### config.mk
export PLATFORM = sky130hd
export DESIGN_NAME = sensor_packet_deframer_top
export DESIGN_NICKNAME = d
export VERILOG_FILES = /design/src/hdl/spd_pkg.sv /design/src/hdl/sensor_packet_deframer_top.sv /design/src/hdl/spd_front.sv /design/src/hdl/spd_queue.sv /design/src/hdl/spd_back.sv
export SDC_FILE = /design/constraint.sdc
export NUM_CORES = 1
export LEC_CHECK = 0
export BUFFER_PORTS_ARGS = -buffer_cell sky130_fd_sc_hd__buf_4
export CORE_MARGIN = 2
export CORE_UTILIZATION = 45
export DETAILED_ROUTE_END_ITERATION = 8
export GPL_TIMING_DRIVEN = 0
export PLACE_DENSITY_LB_ADDON = 0.2
export SYNTH_ARGS = -nofsm -noshare
export SYNTH_HDL_FRONTEND = slang
export SYNTH_HIERARCHICAL = 1
export SYNTH_SLANG_ARGS = --single-unit
### constraint.sdc
create_clock -name clk -period 9.06 [get_ports clk]
set_clock_uncertainty 0.1 [all_clocks]
set_input_delay 0.453 -clock clk [delete_from_list [all_inputs] [get_ports clk]]
set_output_delay 0.453 -clock clk [all_outputs]
set_load 0.01 [all_outputs]
### src/hdl/spd_pkg.sv
`default_nettype none
package spd_pkg;

	// Captured bytes per packet: id, length and fifteen bytes of sensor data.
	localparam int CAPTURE_BYTES = 17;
	localparam int CAP_IDX_W = $clog2(CAPTURE_BYTES);
	localparam int DATA_W = (CAPTURE_BYTES - 2) * 8;
	localparam logic [8:0] EXTRA_BYTES = 9'd2;

	localparam int CFG_IDX_W = 3;
	localparam logic [CFG_IDX_W-1:0] REG_HEADER_FIRST = 3'd0;
	localparam logic [CFG_IDX_W-1:0] REG_HEADER_SECOND = 3'd1;
	localparam logic [CFG_IDX_W-1:0] REG_EXPECTED_ID = 3'd2;
	localparam logic [CFG_IDX_W-1:0] REG_EXPECTED_LENGTH = 3'd3;
	localparam logic [CFG_IDX_W-1:0] REG_WARMUP_PACKETS = 3'd4;

	typedef enum logic [1:0] {
		ST_ACCEPT = 2'd0,
		ST_WARMUP = 2'd1,
		ST_REJECT = 2'd2
	} spd_status_t;

	typedef struct packed {
		logic [7:0] header_first;
		logic [7:0] header_second;
		logic [7:0] expected_id;
		logic [7:0] expected_length;
		logic [7:0] warmup_packets;
	} spd_cfg_t;

	typedef logic [CAPTURE_BYTES-1:0][7:0] spd_capture_t;

endpackage
`default_nettype wire

### src/hdl/sensor_packet_deframer_top.sv
// Channel   Direction  Handshake              Payload
// s_        in         s_tvalid / s_tready    s_tdata: rx_byte
// m_        out        m_tvalid / m_tready    m_tdata: sensor fields, m_tuser: status
// cfg_      in         cfg_valid / cfg_ready  cfg_index, cfg_data
//
// One received byte is taken per cycle while the packet queue has room. A packet result
// passes through the packet queue into the output register, once that register is free.
// The parser stalls only while the packet queue (QUEUE_DEPTH entries) is full.
// The output register holds a result until it is taken, while parsing carries on.
// Reset returns the parser to the header hunt and restores register defaults.
`default_nettype none
module sensor_packet_deframer_top #(
	parameter int QUEUE_DEPTH = 2
) (
	input  wire logic                          clk,
	input  wire logic                          arst_n,
	input  wire logic                          s_tvalid,
	output logic                               s_tready,
	input  wire logic [7:0]                    s_tdata,   // [7:0] rx_byte
	output logic                               m_tvalid,
	input  wire logic                          m_tready,
	// [15:0] sense_time, [23:16] bumper, [31:24] drop_flags, [39:32] cliff,
	// [55:40] left_count, [71:56] right_count, [87:72] motor_pwm,
	// [95:88] buttons, [103:96] charger, [111:104] battery, [119:112] overload
	output logic [spd_pkg::DATA_W-1:0]         m_tdata,
	output logic [1:0]                         m_tuser,   // [1:0] status
	input  wire logic                          cfg_valid,
	output logic                               cfg_ready,
	input  wire logic [spd_pkg::CFG_IDX_W-1:0] cfg_index,
	input  wire logic [7:0]                    cfg_data
);

	spd_pkg::spd_cfg_t     cfg_q;
	logic                  q_push_valid;
	logic                  q_push_ready;
	spd_pkg::spd_capture_t q_push_data;
	logic                  q_pop_valid;
	logic                  q_pop_ready;
	spd_pkg::spd_capture_t q_pop_data;

	assign cfg_ready = 1'b1;

	always_ff @(posedge clk or negedge arst_n) begin
		if (!arst_n) begin
			cfg_q.header_first <= 8'd170;
			cfg_q.header_second <= 8'd85;
			cfg_q.expected_id <= 8'd1;
			cfg_q.expected_length <= 8'd15;
			cfg_q.warmup_packets <= 8'd5;
		end else if (cfg_valid && cfg_ready) begin
			case (cfg_index)
				spd_pkg::REG_HEADER_FIRST:    cfg_q.header_first <= cfg_data;
				spd_pkg::REG_HEADER_SECOND:   cfg_q.header_second <= cfg_data;
				spd_pkg::REG_EXPECTED_ID:     cfg_q.expected_id <= cfg_data;
				spd_pkg::REG_EXPECTED_LENGTH: cfg_q.expected_length <= cfg_data;
				spd_pkg::REG_WARMUP_PACKETS:  cfg_q.warmup_packets <= cfg_data;
				default: begin
				end
			endcase
		end
	end

	spd_front u_front (
		.clk        (clk),
		.arst_n     (arst_n),
		.cfg        (cfg_q),
		.s_tvalid   (s_tvalid),
		.s_tready   (s_tready),
		.s_tdata    (s_tdata),
		.push_valid (q_push_valid),
		.push_ready (q_push_ready),
		.push_data  (q_push_data)
	);

	spd_queue #(
		.DEPTH (QUEUE_DEPTH),
		.WIDTH ($bits(spd_pkg::spd_capture_t))
	) u_queue (
		.clk        (clk),
		.arst_n     (arst_n),
		.push_valid (q_push_valid),
		.push_ready (q_push_ready),
		.push_data  (q_push_data),
		.pop_valid  (q_pop_valid),
		.pop_ready  (q_pop_ready),
		.pop_data   (q_pop_data)
	);

	spd_back u_back (
		.clk       (clk),
		.arst_n    (arst_n),
		.cfg       (cfg_q),
		.pop_valid (q_pop_valid),
		.pop_ready (q_pop_ready),
		.pop_data  (q_pop_data),
		.m_tvalid  (m_tvalid),
		.m_tready  (m_tready),
		.m_tdata   (m_tdata),
		.m_tuser   (m_tuser)
	);

`ifndef SYNTHESIS
	a_no_lost_packet: assert property (@(posedge clk) disable iff (!arst_n)
		q_push_valid |-> q_push_ready)
		else $error("closed packet offered to a full queue");

	a_queued_visible: assert property (@(posedge clk) disable iff (!arst_n)
		(q_push_valid && q_push_ready && !(q_pop_valid && q_pop_ready)) |=> q_pop_valid)
		else $error("queued packet not visible to the back end");

	a_reject_zero: assert property (@(posedge clk) disable iff (!arst_n)
		(m_tvalid && (m_tuser == spd_pkg::ST_REJECT)) |-> (m_tdata == '0))
		else $error("rejected packet carries sensor data");
`endif

endmodule
`default_nettype wire

### src/hdl/spd_front.sv
`default_nettype none
module spd_front (
	input  wire logic                  clk,
	input  wire logic                  arst_n,
	input  wire spd_pkg::spd_cfg_t     cfg,
	input  wire logic                  s_tvalid,
	output logic                       s_tready,
	input  wire logic [7:0]            s_tdata,
	output logic                       push_valid,
	input  wire logic                  push_ready,
	output spd_pkg::spd_capture_t      push_data
);

	typedef enum logic [3:0] {
		PH_HDR1 = 4'b0001,
		PH_HDR2 = 4'b0010,
		PH_LEN  = 4'b0100,
		PH_BODY = 4'b1000
	} spd_phase_t;

	spd_phase_t            phase_q;
	logic [7:0]            payload_len_q;
	logic [8:0]            byte_count_q;
	spd_pkg::spd_capture_t capture_q;

	logic in_fire;
	logic body_more;

	// Bytes are taken whenever a finished packet could still be queued.
	assign s_tready = push_ready;
	assign in_fire = s_tvalid && s_tready;
	assign body_more = byte_count_q < ({1'b0, payload_len_q} + spd_pkg::EXTRA_BYTES);
	assign push_valid = in_fire && (phase_q == PH_BODY) && !body_more;
	assign push_data = capture_q;

	always_ff @(posedge clk or negedge arst_n) begin
		if (!arst_n) begin
			phase_q <= PH_HDR1;
			payload_len_q <= '0;
			byte_count_q <= '0;
			capture_q <= '0;
		end else if (in_fire) begin
			case (phase_q)
				PH_HDR1: begin
					if (s_tdata == cfg.header_first)
						phase_q <= PH_HDR2;
				end
				PH_HDR2: begin
					phase_q <= (s_tdata == cfg.header_second) ? PH_LEN : PH_HDR1;
				end
				PH_LEN: begin
					payload_len_q <= s_tdata;
					phase_q <= PH_BODY;
				end
				PH_BODY: begin
					if (body_more) begin
						for (int i = 0; i < spd_pkg::CAPTURE_BYTES; i++) begin
							if (byte_count_q == 9'(i))
								capture_q[i] <= s_tdata;
						end
						byte_count_q <= byte_count_q + 9'd1;
					end else begin
						// The closing byte itself is dropped; the store starts afresh.
						capture_q <= '0;
						byte_count_q <= '0;
						payload_len_q <= '0;
						phase_q <= PH_HDR1;
					end
				end
				default: begin
					phase_q <= PH_HDR1;
				end
			endcase
		end
	end

endmodule
`default_nettype wire

### src/hdl/spd_queue.sv
`default_nettype none
module spd_queue #(
	parameter int DEPTH = 2,
	parameter int WIDTH = 8
) (
	input  wire logic             clk,
	input  wire logic             arst_n,
	input  wire logic             push_valid,
	output logic                  push_ready,
	input  wire logic [WIDTH-1:0] push_data,
	output logic                  pop_valid,
	input  wire logic             pop_ready,
	output logic [WIDTH-1:0]      pop_data
);

	localparam int PTR_W = (DEPTH > 1) ? $clog2(DEPTH) : 1;
	localparam int CNT_W = $clog2(DEPTH + 1);
	localparam logic [PTR_W-1:0] LAST = PTR_W'(DEPTH - 1);

	logic [WIDTH-1:0] mem_q [DEPTH];
	logic [PTR_W-1:0] wr_ptr_q;
	logic [PTR_W-1:0] rd_ptr_q;
	logic [CNT_W-1:0] count_q;

	logic do_push;
	logic do_pop;

	assign push_ready = count_q != CNT_W'(DEPTH);
	assign pop_valid = count_q != '0;
	assign pop_data = mem_q[rd_ptr_q];
	assign do_push = push_valid && push_ready;
	assign do_pop = pop_valid && pop_ready;

	always_ff @(posedge clk) begin
		if (do_push)
			mem_q[wr_ptr_q] <= push_data;
	end

	always_ff @(posedge clk or negedge arst_n) begin
		if (!arst_n) begin
			wr_ptr_q <= '0;
			rd_ptr_q <= '0;
			count_q <= '0;
		end else begin
			if (do_push)
				wr_ptr_q <= (wr_ptr_q == LAST) ? '0 : wr_ptr_q + PTR_W'(1);
			if (do_pop)
				rd_ptr_q <= (rd_ptr_q == LAST) ? '0 : rd_ptr_q + PTR_W'(1);
			if (do_push && !do_pop)
				count_q <= count_q + CNT_W'(1);
			else if (do_pop && !do_push)
				count_q <= count_q - CNT_W'(1);
		end
	end

endmodule
`default_nettype wire

### src/hdl/spd_back.sv
`default_nettype none
module spd_back (
	input  wire logic                       clk,
	input  wire logic                       arst_n,
	input  wire spd_pkg::spd_cfg_t          cfg,
	input  wire logic                       pop_valid,
	output logic                            pop_ready,
	input  wire spd_pkg::spd_capture_t      pop_data,
	output logic                            m_tvalid,
	input  wire logic                       m_tready,
	output logic [spd_pkg::DATA_W-1:0]      m_tdata,
	output logic [1:0]                      m_tuser
);

	logic                       m_tvalid_q;
	logic [spd_pkg::DATA_W-1:0] m_tdata_q;
	spd_pkg::spd_status_t       status_q;
	logic [7:0]                 warmup_count_q;

	logic ok;
	logic warm;
	logic take;

	assign pop_ready = !m_tvalid_q || m_tready;
	assign take = pop_valid && pop_ready;
	assign ok = (pop_data[0] == cfg.expected_id) && (pop_data[1] == cfg.expected_length);
	assign warm = warmup_count_q < cfg.warmup_packets;

	always_ff @(posedge clk or negedge arst_n) begin
		if (!arst_n) begin
			m_tvalid_q <= 1'b0;
			warmup_count_q <= '0;
		end else begin
			if (take)
				m_tvalid_q <= 1'b1;
			else if (m_tready)
				m_tvalid_q <= 1'b0;
			// Every closed packet counts towards warm-up, rejected ones too.
			if (take && warm)
				warmup_count_q <= warmup_count_q + 8'd1;
		end
	end

	always_ff @(posedge clk) begin
		if (take) begin
			if (ok) begin
				status_q <= warm ? spd_pkg::ST_WARMUP : spd_pkg::ST_ACCEPT;
				// Captured bytes two onwards are already in the output field order.
				m_tdata_q <= pop_data[spd_pkg::CAPTURE_BYTES-1:2];
			end else begin
				status_q <= spd_pkg::ST_REJECT;
				m_tdata_q <= '0;
			end
		end
	end

	assign m_tvalid = m_tvalid_q;
	assign m_tdata = m_tdata_q;
	assign m_tuser = status_q;

endmodule
`default_nettype wire

## Word level (Yosys, flattened, before mapping)

Memory sizes are Yosys's and may differ from the RTL's.
Index checks and enable logic that the tools add are counted.

| operators by class | value |
|---|---|
| add/sub/neg operators | 7 |
| $lt $le $gt $ge | 2 |
| equality and inequality tests | 48 |
| multiplexer cells | 34 |
| reduce and logical (&&, ||, !) cells | 45 |

Operators by type and width:

| kind | number |
|---|---|
| 2-to-1 mux 8 bit | 18 |
| 2-to-1 mux 136 bit | 1 |
| equality test 9 x 4 -> 1 bit, second input constant | 8 |
| AND reduction 3 bit | 19 |
| != test 2 bit, second input constant | 19 |
| equality test 9 x 3 -> 1 bit, second input constant | 4 |
| equality test 8 bit | 4 |
| equality test 9 x 2 -> 1 bit, second input constant | 2 |
| case mux 4 bit (4 select lines) | 1 |
| case mux 8 bit (2 select lines) | 1 |
| AND reduction 2 bit | 6 |
| adder 8 x 2 -> 9 bit, second input constant | 1 |
| adder 9 x 1 -> 9 bit, second input constant | 1 |
| equality test 9 x 1 -> 1 bit, second input constant | 1 |
| equality test 9 x 5 -> 1 bit, second input constant | 1 |
| logical AND 1 bit | 9 |
| logical NOT 9 bit | 1 |
| less-than comparator 9 bit | 1 |
| 2-to-1 mux 9 bit | 1 |
| adder 8 x 1 -> 8 bit, second input constant | 1 |
| less-than comparator 8 bit | 1 |
| 2-to-1 mux 4 bit | 2 |
| nonzero test 2 bit | 4 |
| 2-to-1 mux 1 bit | 7 |
| 16 further kinds | 22 |

| storage, ports and cells | value |
|---|---|
| register bits | 332 |
| memory bits (writable) | 272 |
| input port bits | 24 |
| output and inout port bits | 125 |
| memories | 1 |

Memory list:

| memory | words | width | read ports | clocked after memory_dff | wr ports | RTL line | text |
|---|---|---|---|---|---|---|---|
| u_queue.mem_q | 2 | 136 | 1 | 0 | 1 | spd_queue.sv:20 | `logic [WIDTH-1:0] mem_q [DEPTH];` |

## Depth between registers and ports, before layout

Gate-level depths: netlist of run 1.

| logic depth | value |
|---|---|
| depth after elaboration | 9 |
| depth in mapped cells | 15 |

## Hierarchy

Netlist of run 1, hierarchy kept.

By module, submodules not included:

| module | times used | cells an instance | area an instance (um2) |
|---|---|---|---|
| spd_queue | 1 | 441 | 10087.2 |
| spd_front | 1 | 506 | 6880.3 |
| spd_back | 1 | 337 | 5250.0 |
| sensor_packet_deframer_top | 1 | 90 | 1559.0 |

## Worst setup path after synthesis of run 1

Ideal clock, no wire load.

| timing | value |
|---|---|
| path type | flip-flop to flip-flop |
| from | register u_front.payload_len_q[1] |
| to | memory u_queue/mem_q[0][0] (netlist bit), enable pin |
| setup time | 0.633 ns |
| arrival time | 7.431 ns |
| required time | 8.327 ns |
| slack | 0.896 ns |
| stages on the path, launching flop included | 12 |
| buffers on the path | 0 |
| clock period less this slack | 8.164 ns |
| cells stage by stage | dfrtp_1 -> ha_1 -> nand2_1 -> nor2_1 -> xnor2_1 -> ha_1 -> nand2_1 -> o21ai_0 -> a21oi_1 -> nor2_1 -> nand2_1 -> nor2_1 |

| on the way | value |
|---|---|
| cells in the longest elaborated chain, start to end | 7 |

Ends and longest elaborated chain:

| item | RTL line | text |
|---|---|---|
| start, declared | spd_front.sv:22 | `logic [7:0] payload_len_q;` |
| start signal, assigned | spd_front.sv:52 | `payload_len_q <= s_tdata;` |
| adder 8 x 2 -> 9 bit | spd_front.sv:32 | `assign body_more = byte_count_q < ({1'b0, payload_len_q} + spd_pkg::EXTRA_BYTES);` |
| less-than comparator 9 bit | spd_front.sv:32 |  |
| logical NOT 1 bit | spd_front.sv:33 | `assign push_valid = in_fire && (phase_q == PH_BODY) && !body_more;` |
| logical AND 1 bit | spd_front.sv:33 |  |
| net q_push_valid | sensor_packet_deframer_top.sv:34 | `logic q_push_valid;` |
| logical AND 1 bit | spd_queue.sv:31 | `assign do_push = push_valid && push_ready;` |
| 2-to-1 mux 1 bit | spd_queue.sv:35 | `if (do_push)` |
| 2-to-1 mux 1 bit (not written as such) | spd_queue.sv:36 | `mem_q[wr_ptr_q] <= push_data;` |
| end, declared | spd_queue.sv:20 |  |

The timed path passes the listed nets, and every way through them passes these cells.

## Worst setup path after layout of run 1

| timing | value |
|---|---|
| from | register u_front.payload_len_q[1] |
| to | memory u_queue/mem_q[0][33] (netlist bit), enable pin |

The elaborated chain is that of the path after synthesis.

==> results of run 1 <==
## through the flow
stage	cells	power [mW]	worst slack, ps	hold WS (ps)	area [um^2]
floorplan	1374	3.99	896	57.4	23800
global placement	2209	4.44	-3250	349	25700
detailed placement	2220	4.44	5290	357	26100
CTS	2332	7.07	5290	1.22	28200
global route	2332	7.27	5000	13.4	28200
finish	2332	6.98	5300	36.5	28200
## how the worst min path moves through the flow
| stage | slack, ps | endpoint |
|---|---|---|
| finish | 40 | cfg_q[12]$_DFFE_PN0P_ |
| global route | 10 | cfg_q[36]$_DFFE_PN0P_ |
| CTS | 1 | cfg_q[12]$_DFFE_PN0P_ |
| detailed placement | 360 | u_front/push_data[21]$_DFFE_PN0P_ |
| global placement | 350 | u_queue/mem_q[1][12]$_DFFE_PP_ |
| floorplan | 60 | cfg_q[12]$_DFFE_PN0P_ |
## state kept, by name, summed over array words and instances (netlist names)
register / cells
u_front/phase_q: 4
u_back/m_tdata: 120
u_queue/rd_ptr_q: 1
u_back/warmup_count_q: 8
u_front/payload_len_q: 8
cfg_q: 40
u_queue/mem_q: 272
u_front/push_data: 136
u_front/byte_count_q: 9
u_back/m_tuser: 2
u_queue/count_q: 2
u_queue/wr_ptr_q: 1
u_back/m_tvalid: 1
## logic make-up (layout without fill, tap and decap cells)
kind of cell / count (synthesis) / count (layout)
other cells: 1 / 1
mux: 180 / 180
flops: 604 / 604
xor+xnor: 50 / 50
buf+inv: 75 / 345
compound gates: 196 / 196
simple gates: 246 / 246
fa+ha+maj: 22 / 22
## critical path, delay by kind of cell, from the launching register on
| kind | cells | cell delay (ps) |
|---|---|---|
| buffers and inverters | 3 | 660 |
| AND/OR/NAND/NOR | 6 | 1120 |
| XOR/XNOR | 1 | 100 |
| flip-flops | 1 | 430 |
| adder cells (fa/ha/maj) | 2 | 560 |
| AO/OA/AOI/OAI | 2 | 470 |
## routing by layer
layer / GRT usage / up-vias / part of all wire
met4: 0.0516 / 0 / 0.021
met3: 0.0313 / 69 / 0.045
met5: 0 / - / 0
met1: 0.257 / 6276 / 0.45
li1: - / 5663 / -
met2: 0.290 / 279 / 0.49
## cell usage in the layout (no fill, tap or decap), types with 16 or more instances in the layout
| cell type | Yosys | final |
|---|---|---|
| dfstp_2 | 16 | 16 |
| edfxtp_1 | 394 | 394 |
| clkbuf_1 | 21 | 30 |
| ha_1 | 22 | 22 |
| and2_1 | 120 | 120 |
| a22o_1 | 149 | 149 |
| clkbuf_8 | 10 | 22 |
| buf_4 | 4 | 150 |
| nor3_4 | 17 | 17 |
| xnor2_1 | 37 | 37 |
| clkbuf_16 | 0 | 61 |
| dfrtp_1 | 194 | 194 |
| mux2_2 | 180 | 180 |
| nor2_1 | 17 | 16 |
| nand2_1 | 16 | 16 |
## cells in the mapped netlist (3+ instances only)
library cell and count:
edfxtp_1 394, dfrtp_1 194, mux2_2 180, a22o_1 149, and2_1 120, xnor2_1 37
ha_1 22, clkbuf_1 21, nor2_1 17, nor3_4 17, dfstp_2 16, inv_1 16
nand2_1 16, xor2_1 13, nand3_1 12, nand4_1 11, a21oi_2 10, clkbuf_8 10
buf_2 9, clkbuf_2 9, a2bb2oi_2 8, o21ai_0 8, a21oi_1 7, nor3_1 7
buf_6 6, nand2b_1 5, nand3b_2 5, nor2_2 5, nor2b_1 5, a21o_1 4
buf_4 4, or4_1 4, and3_1 3, nor4bb_1 3
## timing repair
item                                   CTS  global route
endpoints found under the hold margin   67             0
hold buffers                             1             0
gates resized for setup                  0             0
## cell type report
| cell class | instances | share of cell area |
|---|---|---|
| repair buffers | 159 | 0.0500 |
| plain buffers | 59 | 0.0143 |
| multi-input cells | 695 | 0.221 |
| clock buffers | 82 | 0.0612 |
| well taps | 688 | 0.0305 |
| clock inverters | 29 | 0.0139 |
| flip-flops and latches | 604 | 0.607 |
| inverters | 16 | 0.00231 |
## power breakdown
| group | leakage, nW | switching, mW | total (mW) | internal, mW |
|---|---|---|---|---|
| registers | 5.89 | 0.106 | 3.33 | 3.22 |
| logic | 3.41 | 0.542 | 1.03 | 0.492 |
| clock network | 1.04 | 1.01 | 2.61 | 1.61 |
| total | 10.3 | 1.66 | 6.98 | 5.32 |
==> run summary, run 1 <==
Hold Path Origin = cfg_data[4]
gp weighted congestion = 0.766
cells along the critical path = ha_1 > nand2_1 > nor2_1 > xnor2_1 > ha_1 > nand2_1 > o21ai_0 > a21oi_1 > nor2_1 > nand2_1 > nor2_4 > buf_16 > buf_12 > buf_16
Starting Density = 0.453
max incr delay on CP = 510 ps
Routed WL per cell = 20.8 um
Worst-path clk slew = 60 ps
Critical Path Sink Type = register
chip width = 234 um
Yosys cell types = 59
First DRT Iteration DRCs = 808
status = completed
detailed placer's ending HPWL = 30900 um
crit path capture = u_queue/mem_q[0][33]$_DFFE_PP_
worst setup path category = reg -> reg
post-synthesis mux area share = 0.0852
Synth Area in Simple Gates = 0.0733
cts bufs inserted = 59
Final period util = 0.415
Layout area overhead = 18.5%
Slew @ Worst Pin = 1170 ps
io pins = 149
synthesized cell area = 23800 um^2
Congestion Overflow GR = 0
net count after synthesis = 1420
worst setup path startpoint = u_front/payload_len_q[1]$_DFFE_PN0P_
setup TNS = 0 ps
post-synthesis compound-gate area fraction = 0.0723
Critical Path RT = 9270 ps
Post-Route WL = 48500 um
Antenna Nets Post-Route = 0
NumNets Final = 1640
top cell type's share of synthesized area = 0.498
register area share after synthesis = 0.719
setup violators final = 0
first-pass GRT wire length = 74300 um
Slew Limit Fails = 0
average cell area after synthesis = 17.3 um^2
antenna violations before repair = 0
final core utilization = 0.537
Critical Path Fanout Max = 24
Reg-to-Reg End = u_queue/mem_q[0][33]$_DFFE_PP_
CTS tree = yes
maximum clock rate = 266 MHz
pwr dens = 248 nW/um^2
clk buf depth = 3
largest area contributor in the netlist = edfxtp_1
share of layout cells above drive strength 1 = 0.335
Slew HR = 0.220
Post-synth EDFFs = 394
YS warnings = 6
DRC viols = 0
H-Tree Level Count = 2
crit-path most repeated cell = nand2_1
clock sinks = 604
top area cells in the synthesized netlist = edfxtp_1 (50%), dfrtp_1 (20%), mux2_2 (8.5%), a22o_1 (5.5%), and2_1 (3.2%)
area occupied by multi-input gates = 6220 um^2
die area = 54700 um^2
Crit path arrival time = 3970 ps
Antenna diodes = 0
RSZ-0062 raised after global routing = no
total of max-cap violations = 0
via count = 12.3k
clock insertion delay at the later pin of the skew report = 620 ps
asr flop ratio synth = 0.348
hold-critical path depth = 2
final hold viol count = 0
gr usage total = 0.181
largest family of logic cells by synthesized area = multiplexers
vias in the first global route = 12.2k
setup slack, reg-to-reg = 5300 ps
Cells after Synth = 1374
Fillers = 4219
Synth Area in Adders = 0.0116
Startpoint Class = register
FF+latch area = 17100 um^2
largest net degree at the start of global routing = 90
CP max stage cell = nor2_4
Cell Rows = 84
Critical R2R Launch = u_front/payload_len_q[1]$_DFFE_PN0P_
port bufs = 147
via/cell ratio = 5.27
R2R depth = 14
post-layout min period = 3760 ps
#FFs+latches synth = 604
Pleak = 10.3 nW
XOR/XNOR share of the synthesized area = 0.0184
Main synth FF type = edfxtp_1
clk root buf = clkbuf_16
post-CTS setup buffers = 0
Core ar. = 52400 um^2
First-pass DRT Iterations = 5
worst hold path type = in -> reg
IR drop worst, VDD = 0.131 mV
DIE HEIGHT = 234 um
(Power assumes the default switching activity.)
==> run 2: changes to the inputs <==
Settings changed: ABC_AREA from default to 1.
Clock period 9.06 ns to 3.7 ns, I/O delays scaled along.
==> run 2 against run 1 <==
  * Routed wire length is 14% higher
  * Die area is 6.1% higher
  * Setup slack got worse by 5100 ps
  * Clock power rose to 2.5 times the previous value
  * Via count rose by 30%
  * First-iteration DRC count up 57%
  * Clock-buffer cell count is 19 higher
  * Sequential share of layout area is 4.1 points lower
  * Critical path depth grew 2
  * Register-to-register slack got worse by 5100 ps
  * Critical endpoint is now u_queue/mem_q[1][50]$_DFFE_PP_
==> run summary, run 2 <==
DIE HEIGHT = 241 um
commonest non-fill, non-tap cells in the layout = nand2_1 (641), edfxtp_1 (394), nand3_1 (194), dfrtp_1 (194), inv_1 (193)
Startpoint Class = register
DRC viols = 0
most frequent cells after synthesis = nand2_1 (642), edfxtp_1 (394), nand3_1 (195)
Slew @ Worst Pin = 1050 ps
Inst Count DP = 3073
Core ar. = 55300 um^2
First DRT Iteration DRCs = 1271
antenna violations before repair = 0
via/cell ratio = 4.94
#FFs+latches synth = 604
Post-Route WL = 55500 um
clock sinks = 604
gp weighted congestion = 0.781
cts bufs inserted = 66
largest net degree at the start of global routing = 80
setup violators final = 0
Hold WS = 30.5 ps
Largest register FFs = 272
count leader, synth = nand2_1
Critical Path RT = 3840 ps
Pleak = 12.8 nW
Antenna diodes = 0
CTS tree = yes
Final Cell Area = 30200 um^2
via count = 16.0k
Critical Path Fanout Max = 77
post-synthesis mux area share = 0
io pins = 149
chip width = 241 um
H-Tree Level Count = 3
average cell area after synthesis = 11.7 um^2
Final period util = 0.953
Cells after Synth = 2165
post-layout min period = 3530 ps
IR drop worst, VDD = 0.325 mV
NumNets Final = 2482
post-synthesis compound-gate area fraction = 0.0329
Critical Path Sink Type = register
share of layout cells above drive strength 1 = 0.195
Placed Area = 27600 um^2
top area cells in the synthesized netlist = edfxtp_1 (47%), dfrtp_1 (19%), nand2_1 (9.5%), nand3_1 (3.9%), nor2_4 (3.8%)
synthesized cell area = 25200 um^2
clk root buf = clkbuf_16
RSZ-0062 raised after global routing = no
Post-synth EDFFs = 394
Antenna Nets Post-Route = 0
YS warnings = 6
largest family of logic cells by synthesized area = simple AND/OR/NAND/NOR gates
die area = 58000 um^2
top cell type's share of synthesized area = 0.469
maximum clock rate = 284 MHz
Pwr Total = 18.1 mW
worst slack at placement = -311 ps
First-pass DRT Iterations = 5
Congestion Overflow GR = 0
vias in the first global route = 15.7k
clock insertion delay at the later pin of the skew report = 600 ps
asr flop ratio synth = 0.348
most common cell after layout, fill and taps aside = nand2_1
gr usage total = 0.194
final non-filler cell total = 3238
largest area contributor in the netlist = edfxtp_1
total of max-cap violations = 0
largest register by flop count = u_queue/mem_q
pwr dens = 598 nW/um^2
Slew Limit Fails = 0
XOR/XNOR share of the synthesized area = 0.0121
Yosys cell types = 39
Routed WL per cell = 17.2 um
setup ws final = 174 ps
register area share after synthesis = 0.678
Starting Density = 0.456
clk buf depth = 3
Crit path arrival time = 3660 ps
Synth Area in Simple Gates = 0.199
worst setup path category = reg -> reg
Cell Rows = 86
net count after synthesis = 2211
Synth Area in Adders = 0.0109
Slew HR = 0.300
detailed placer's ending HPWL = 36600 um
port bufs = 147
worst hold path type = in -> async
first-pass GRT wire length = 86200 um
Main synth FF type = edfxtp_1
Worst-path clk slew = 60 ps
Layout area overhead = 19.7%
final hold viol count = 0
status = completed
[run 2: cell count changes after synthesis, moves of 84 or more]
cell	change
and2_1	-120
mux2_2	-180
nor2_4	+84
nand2_1	+626
inv_1	+178
nand3_1	+183
a22o_1	-149
[run 2: final timing paths]
kind	from	cells after the start	slack, ps	end
min in group clk	cfg_data[5]	4	330	cfg_q[37]$_DFFE_PN1P_
max reg2reg	u_front/payload_len_q[1]$_DFFE_PN0P_	16	170	u_queue/mem_q[1][50]$_DFFE_PP_
max	u_front/payload_len_q[1]$_DFFE_PN0P_	16	170	u_queue/mem_q[1][50]$_DFFE_PP_
max in group asynchronous	arst_n	3	2660	u_front/push_data[43]$_DFFE_PN0P_
min reg2reg	u_front/push_data[118]$_DFFE_PN0P_	0	360	u_queue/mem_q[0][118]$_DFFE_PP_
min	arst_n	2	30	u_back/warmup_count_q[2]$_DFFE_PN0P_
[run 2: per-stage QoR]
stage	setup TNS [ps]	util
floorplan	-222260	-
global placement	-636780	0.494
detailed placement	-18580	0.499
CTS	0	0.546
global route	0	0.546
finish	0	0.546
[run 2: worst max-delay path, stage by stage (launching register included)]
cell and delay [ps]:
dfrtp_1 400, ha_2 220, nand3_2 90, nand3b_1 180, xor2_1 150, ha_1 270
nand2_1 60, nor2_1 120, nand3_1 120, nand3_2 170, nand2_4 80, buf_6 160
inv_4 120, nand2_4 90, nor2_4 160, buf_12 220, buf_16 350
[run 2: layout make-up]
class	count	area, um^2
Fill cell	4729	25100
Sequential cell	604	17100
Multi-Input combinational cell	1265	6470
Clock buffer	101	1880
Timing Repair Buffer	203	1820
Buffer	94	940
Tap cell	748	936
Inverter	202	768
Clock inverter	21	290
[run 2: routing by layer]
layer | track usage | up-vias | part of all wire
li1 | - | 7716 | -
met3 | 0.0293 | 67 | 0.047
met4 | 0.0584 | 0 | 0.017
met5 | 0 | - | 0
met2 | 0.326 | 394 | 0.50
met1 | 0.263 | 7831 | 0.44
[run 2: what timing repair did]
| item | in CTS | in global routing |
|---|---|---|
| hold buffers | 43 | 0 |
| setup buffers | 2 | 0 |
| gates cloned | 0 | 1 |
| endpoints found under the hold margin | 249 | 0 |
| setup endpoints to repair | 108 | 96 |
| resized for setup | 0 | 11 |
| pin swaps | 2 | 0 |
[run 2: kinds of logic after synthesis]
| kind of cell | count (synthesis) |
|---|---|
| simple gates | 1049 |
| other cells | 1 |
| buf+inv | 296 |
| compound gates | 158 |
| fa+ha+maj | 22 |
| flops | 604 |
| xor+xnor | 35 |
[run 2: report_power, final]
group	switching, mW	total [mW]	internal [mW]
combinational	1.91	3.21	1.30
sequential	0.282	8.30	8.02
clock	2.61	6.55	3.94
total	4.80	18.1	13.3
==> run 3: changes to the inputs <==
Settings changed: SLEW_MARGIN from default to 30.
Clock period 3.7 ns to 3.9 ns, I/O delays scaled along.
==> run 3 against run 2 <==
  * Sequential power decreased by 5.2%
  * Final area rose by 0.92%
  * Final cell count up 0.19%
  * Register-to-register slack improved by 80 ps
  * First-iteration DRC count shrank 13%
==> run summary, run 3 (synthesized netlist as in run 2, its figures left out) <==
DRC viols = 0
clock sinks = 604
via count = 16.1k
cts bufs inserted = 66
clk buf depth = 3
Logic pwr share = 0.177
commonest non-fill, non-tap cells in the layout = nand2_1 (641), edfxtp_1 (394), dfrtp_1 (194), nand3_1 (193), inv_1 (193)
setup slack, reg-to-reg = 260 ps
Critical Path Fanout Max = 34
Largest register FFs = 272
Reg-to-Reg End = u_queue/mem_q[0][50]$_DFFE_PP_
Flop pwr share = 0.457
CTS tree = yes
setup violators final = 0
Hold WS = 31.4 ps
Critical R2R Launch = u_front/payload_len_q[1]$_DFFE_PN0P_
Antenna diodes = 0
R2R depth = 18
area occupied by multi-input gates = 6490 um^2
die area = 58000 um^2
chip width = 241 um
RSZ-0062 raised after global routing = no
worst setup path startpoint = u_front/payload_len_q[1]$_DFFE_PN0P_
worst setup path category = reg -> reg
Layout area overhead = 20.8%
First DRT Iteration DRCs = 1103
maximum clock rate = 275 MHz
NumNets Final = 2489
H-Tree Level Count = 3
via/cell ratio = 4.96
worst hold path type = in -> async
Post-Route WL = 55700 um
IR drop worst, VDD = 0.358 mV
most common cell after layout, fill and taps aside = nand2_1
port bufs = 147
Int Power = 12.7 mW
sw frac = 0.264
Core ar. = 55300 um^2
post-layout min period = 3640 ps
Worst-path clk slew = 60 ps
share of layout cells above drive strength 1 = 0.201
Fillers = 4695
Startpoint Class = register
antenna violations before repair = 0
sw power = 4.55 mW
Critical Path Sink Type = register
Critical Path RT = 4100 ps
Congestion Overflow GR = 0
total of max-cap violations = 0
DIE HEIGHT = 241 um
Routed WL per cell = 17.2 um
largest register by flop count = u_queue/mem_q
clock insertion delay at the later pin of the skew report = 600 ps
Inst Count DP = 3077
first-pass GRT wire length = 86900 um
Clock power frac = 0.366
final hold viol count = 0
crit path capture = u_queue/mem_q[0][50]$_DFFE_PP_
Final period util = 0.934
Slew Limit Fails = 0
detailed placer's ending HPWL = 36900 um
final non-filler cell total = 3244
pwr dens = 565 nW/um^2
gp weighted congestion = 0.781
io pins = 149
FF+latch area = 17100 um^2
largest net degree at the start of global routing = 80
clk root buf = clkbuf_16
Cell Rows = 86
status = completed
vias in the first global route = 15.7k
First-pass DRT Iterations = 5
Antenna Nets Post-Route = 0
Crit path arrival time = 3840 ps
gr usage total = 0.196
Pleak = 12.9 nW
Starting Density = 0.456
Slew @ Worst Pin = 1040 ps
Slew HR = 0.306
==> run 3: changes by cell type in the layout (fill, tap and decap cells not counted), sizes merged <==
cell	before	now
clkinv	12	14
inv	204	201
dlygate4sd3	43	41
bufinv	6	4
clkinvlp	1	2
buf	240	250
==> run 3: repair_timing <==
item,in CTS,in global routing
resized for setup,0,2
endpoints found under the hold margin,249,0
setup buffers,1,5
pin swaps,1,1
endpoints found under the setup margin,22,62
hold buffers,41,0
==> run 3: power groups by stage <==
stage | clock network (mW) | registers (mW) | logic [mW]
after global routing | 6.74 | 7.94 | 3.33
after CTS | 6.45 | 7.89 | 3.11
after global placement | 0 | 8.05 | 2.94
final | 6.31 | 7.87 | 3.05
after floorplan | 0 | 8.25 | 1.39
after detailed placement | 0 | 8.01 | 3.06
==> run 3: area by class of cell <==
class / count / area share
flip-flops and latches: 604 / 0.561
multi-input cells: 1265 / 0.213
clock buffers: 102 / 0.0664
repair buffers: 210 / 0.0662
plain buffers: 94 / 0.0307
well taps: 748 / 0.0307
inverters: 202 / 0.0254
clock inverters: 19 / 0.00665
==> run 3: worst min-delay path by stage <==
stage	startpoint	slack [ps]	to
after floorplan	arst_n	-200	cfg_q[12]$_DFFE_PN0P_
after global placement	u_front/push_data[90]$_DFFE_PN0P_	350	u_queue/mem_q[0][90]$_DFFE_PP_
after detailed placement	arst_n	80	u_back/warmup_count_q[2]$_DFFE_PN0P_
after CTS	arst_n	40	u_back/warmup_count_q[2]$_DFFE_PN0P_
after global routing	arst_n	70	u_back/warmup_count_q[2]$_DFFE_PN0P_
final	arst_n	30	u_back/warmup_count_q[2]$_DFFE_PN0P_
==> run 3: worst max-delay path: stages (launching register included) <==
cell	delay [ps]
dfrtp_1	390
ha_2	210
nand3_2	90
nand3b_1	180
xor2_1	150
ha_1	270
nand2_1	60
nor2_1	150
nand2_1	130
nand3_4	140
nand2_4	70
buf_6	160
inv_4	120
nand2_4	90
nor2_4	150
buf_16	260
buf_16	210
buf_16	180
buf_16	180
==> run 3: per-layer routing <==
metal / track usage / wire [um] / up-vias
met2: 0.328 / 27500 / 425
met5: 0 / 0 / -
li1: - / - / 7714
met1: 0.264 / 24000 / 7890
met3: 0.0321 / 3060 / 71
met4: 0.0632 / 1060 / 0
==> run 3: through the flow <==
| step | power [mW] | util | setup WS [ps] | area (um^2) | setup TNS [ps] |
|---|---|---|---|---|---|
| floorplan | 9.65 | - | -627 | 25300 | -167860 |
| global placement | 11.0 | 0.494 | -2170 | 27300 | -582230 |
| detailed placement | 11.1 | 0.503 | -165 | 27800 | -3570 |
| CTS | 17.4 | 0.551 | 53.3 | 30500 | 0 |
| global route | 18.0 | 0.551 | 79.3 | 30500 | 0 |
| finish | 17.2 | 0.551 | 257 | 30500 | 0 |
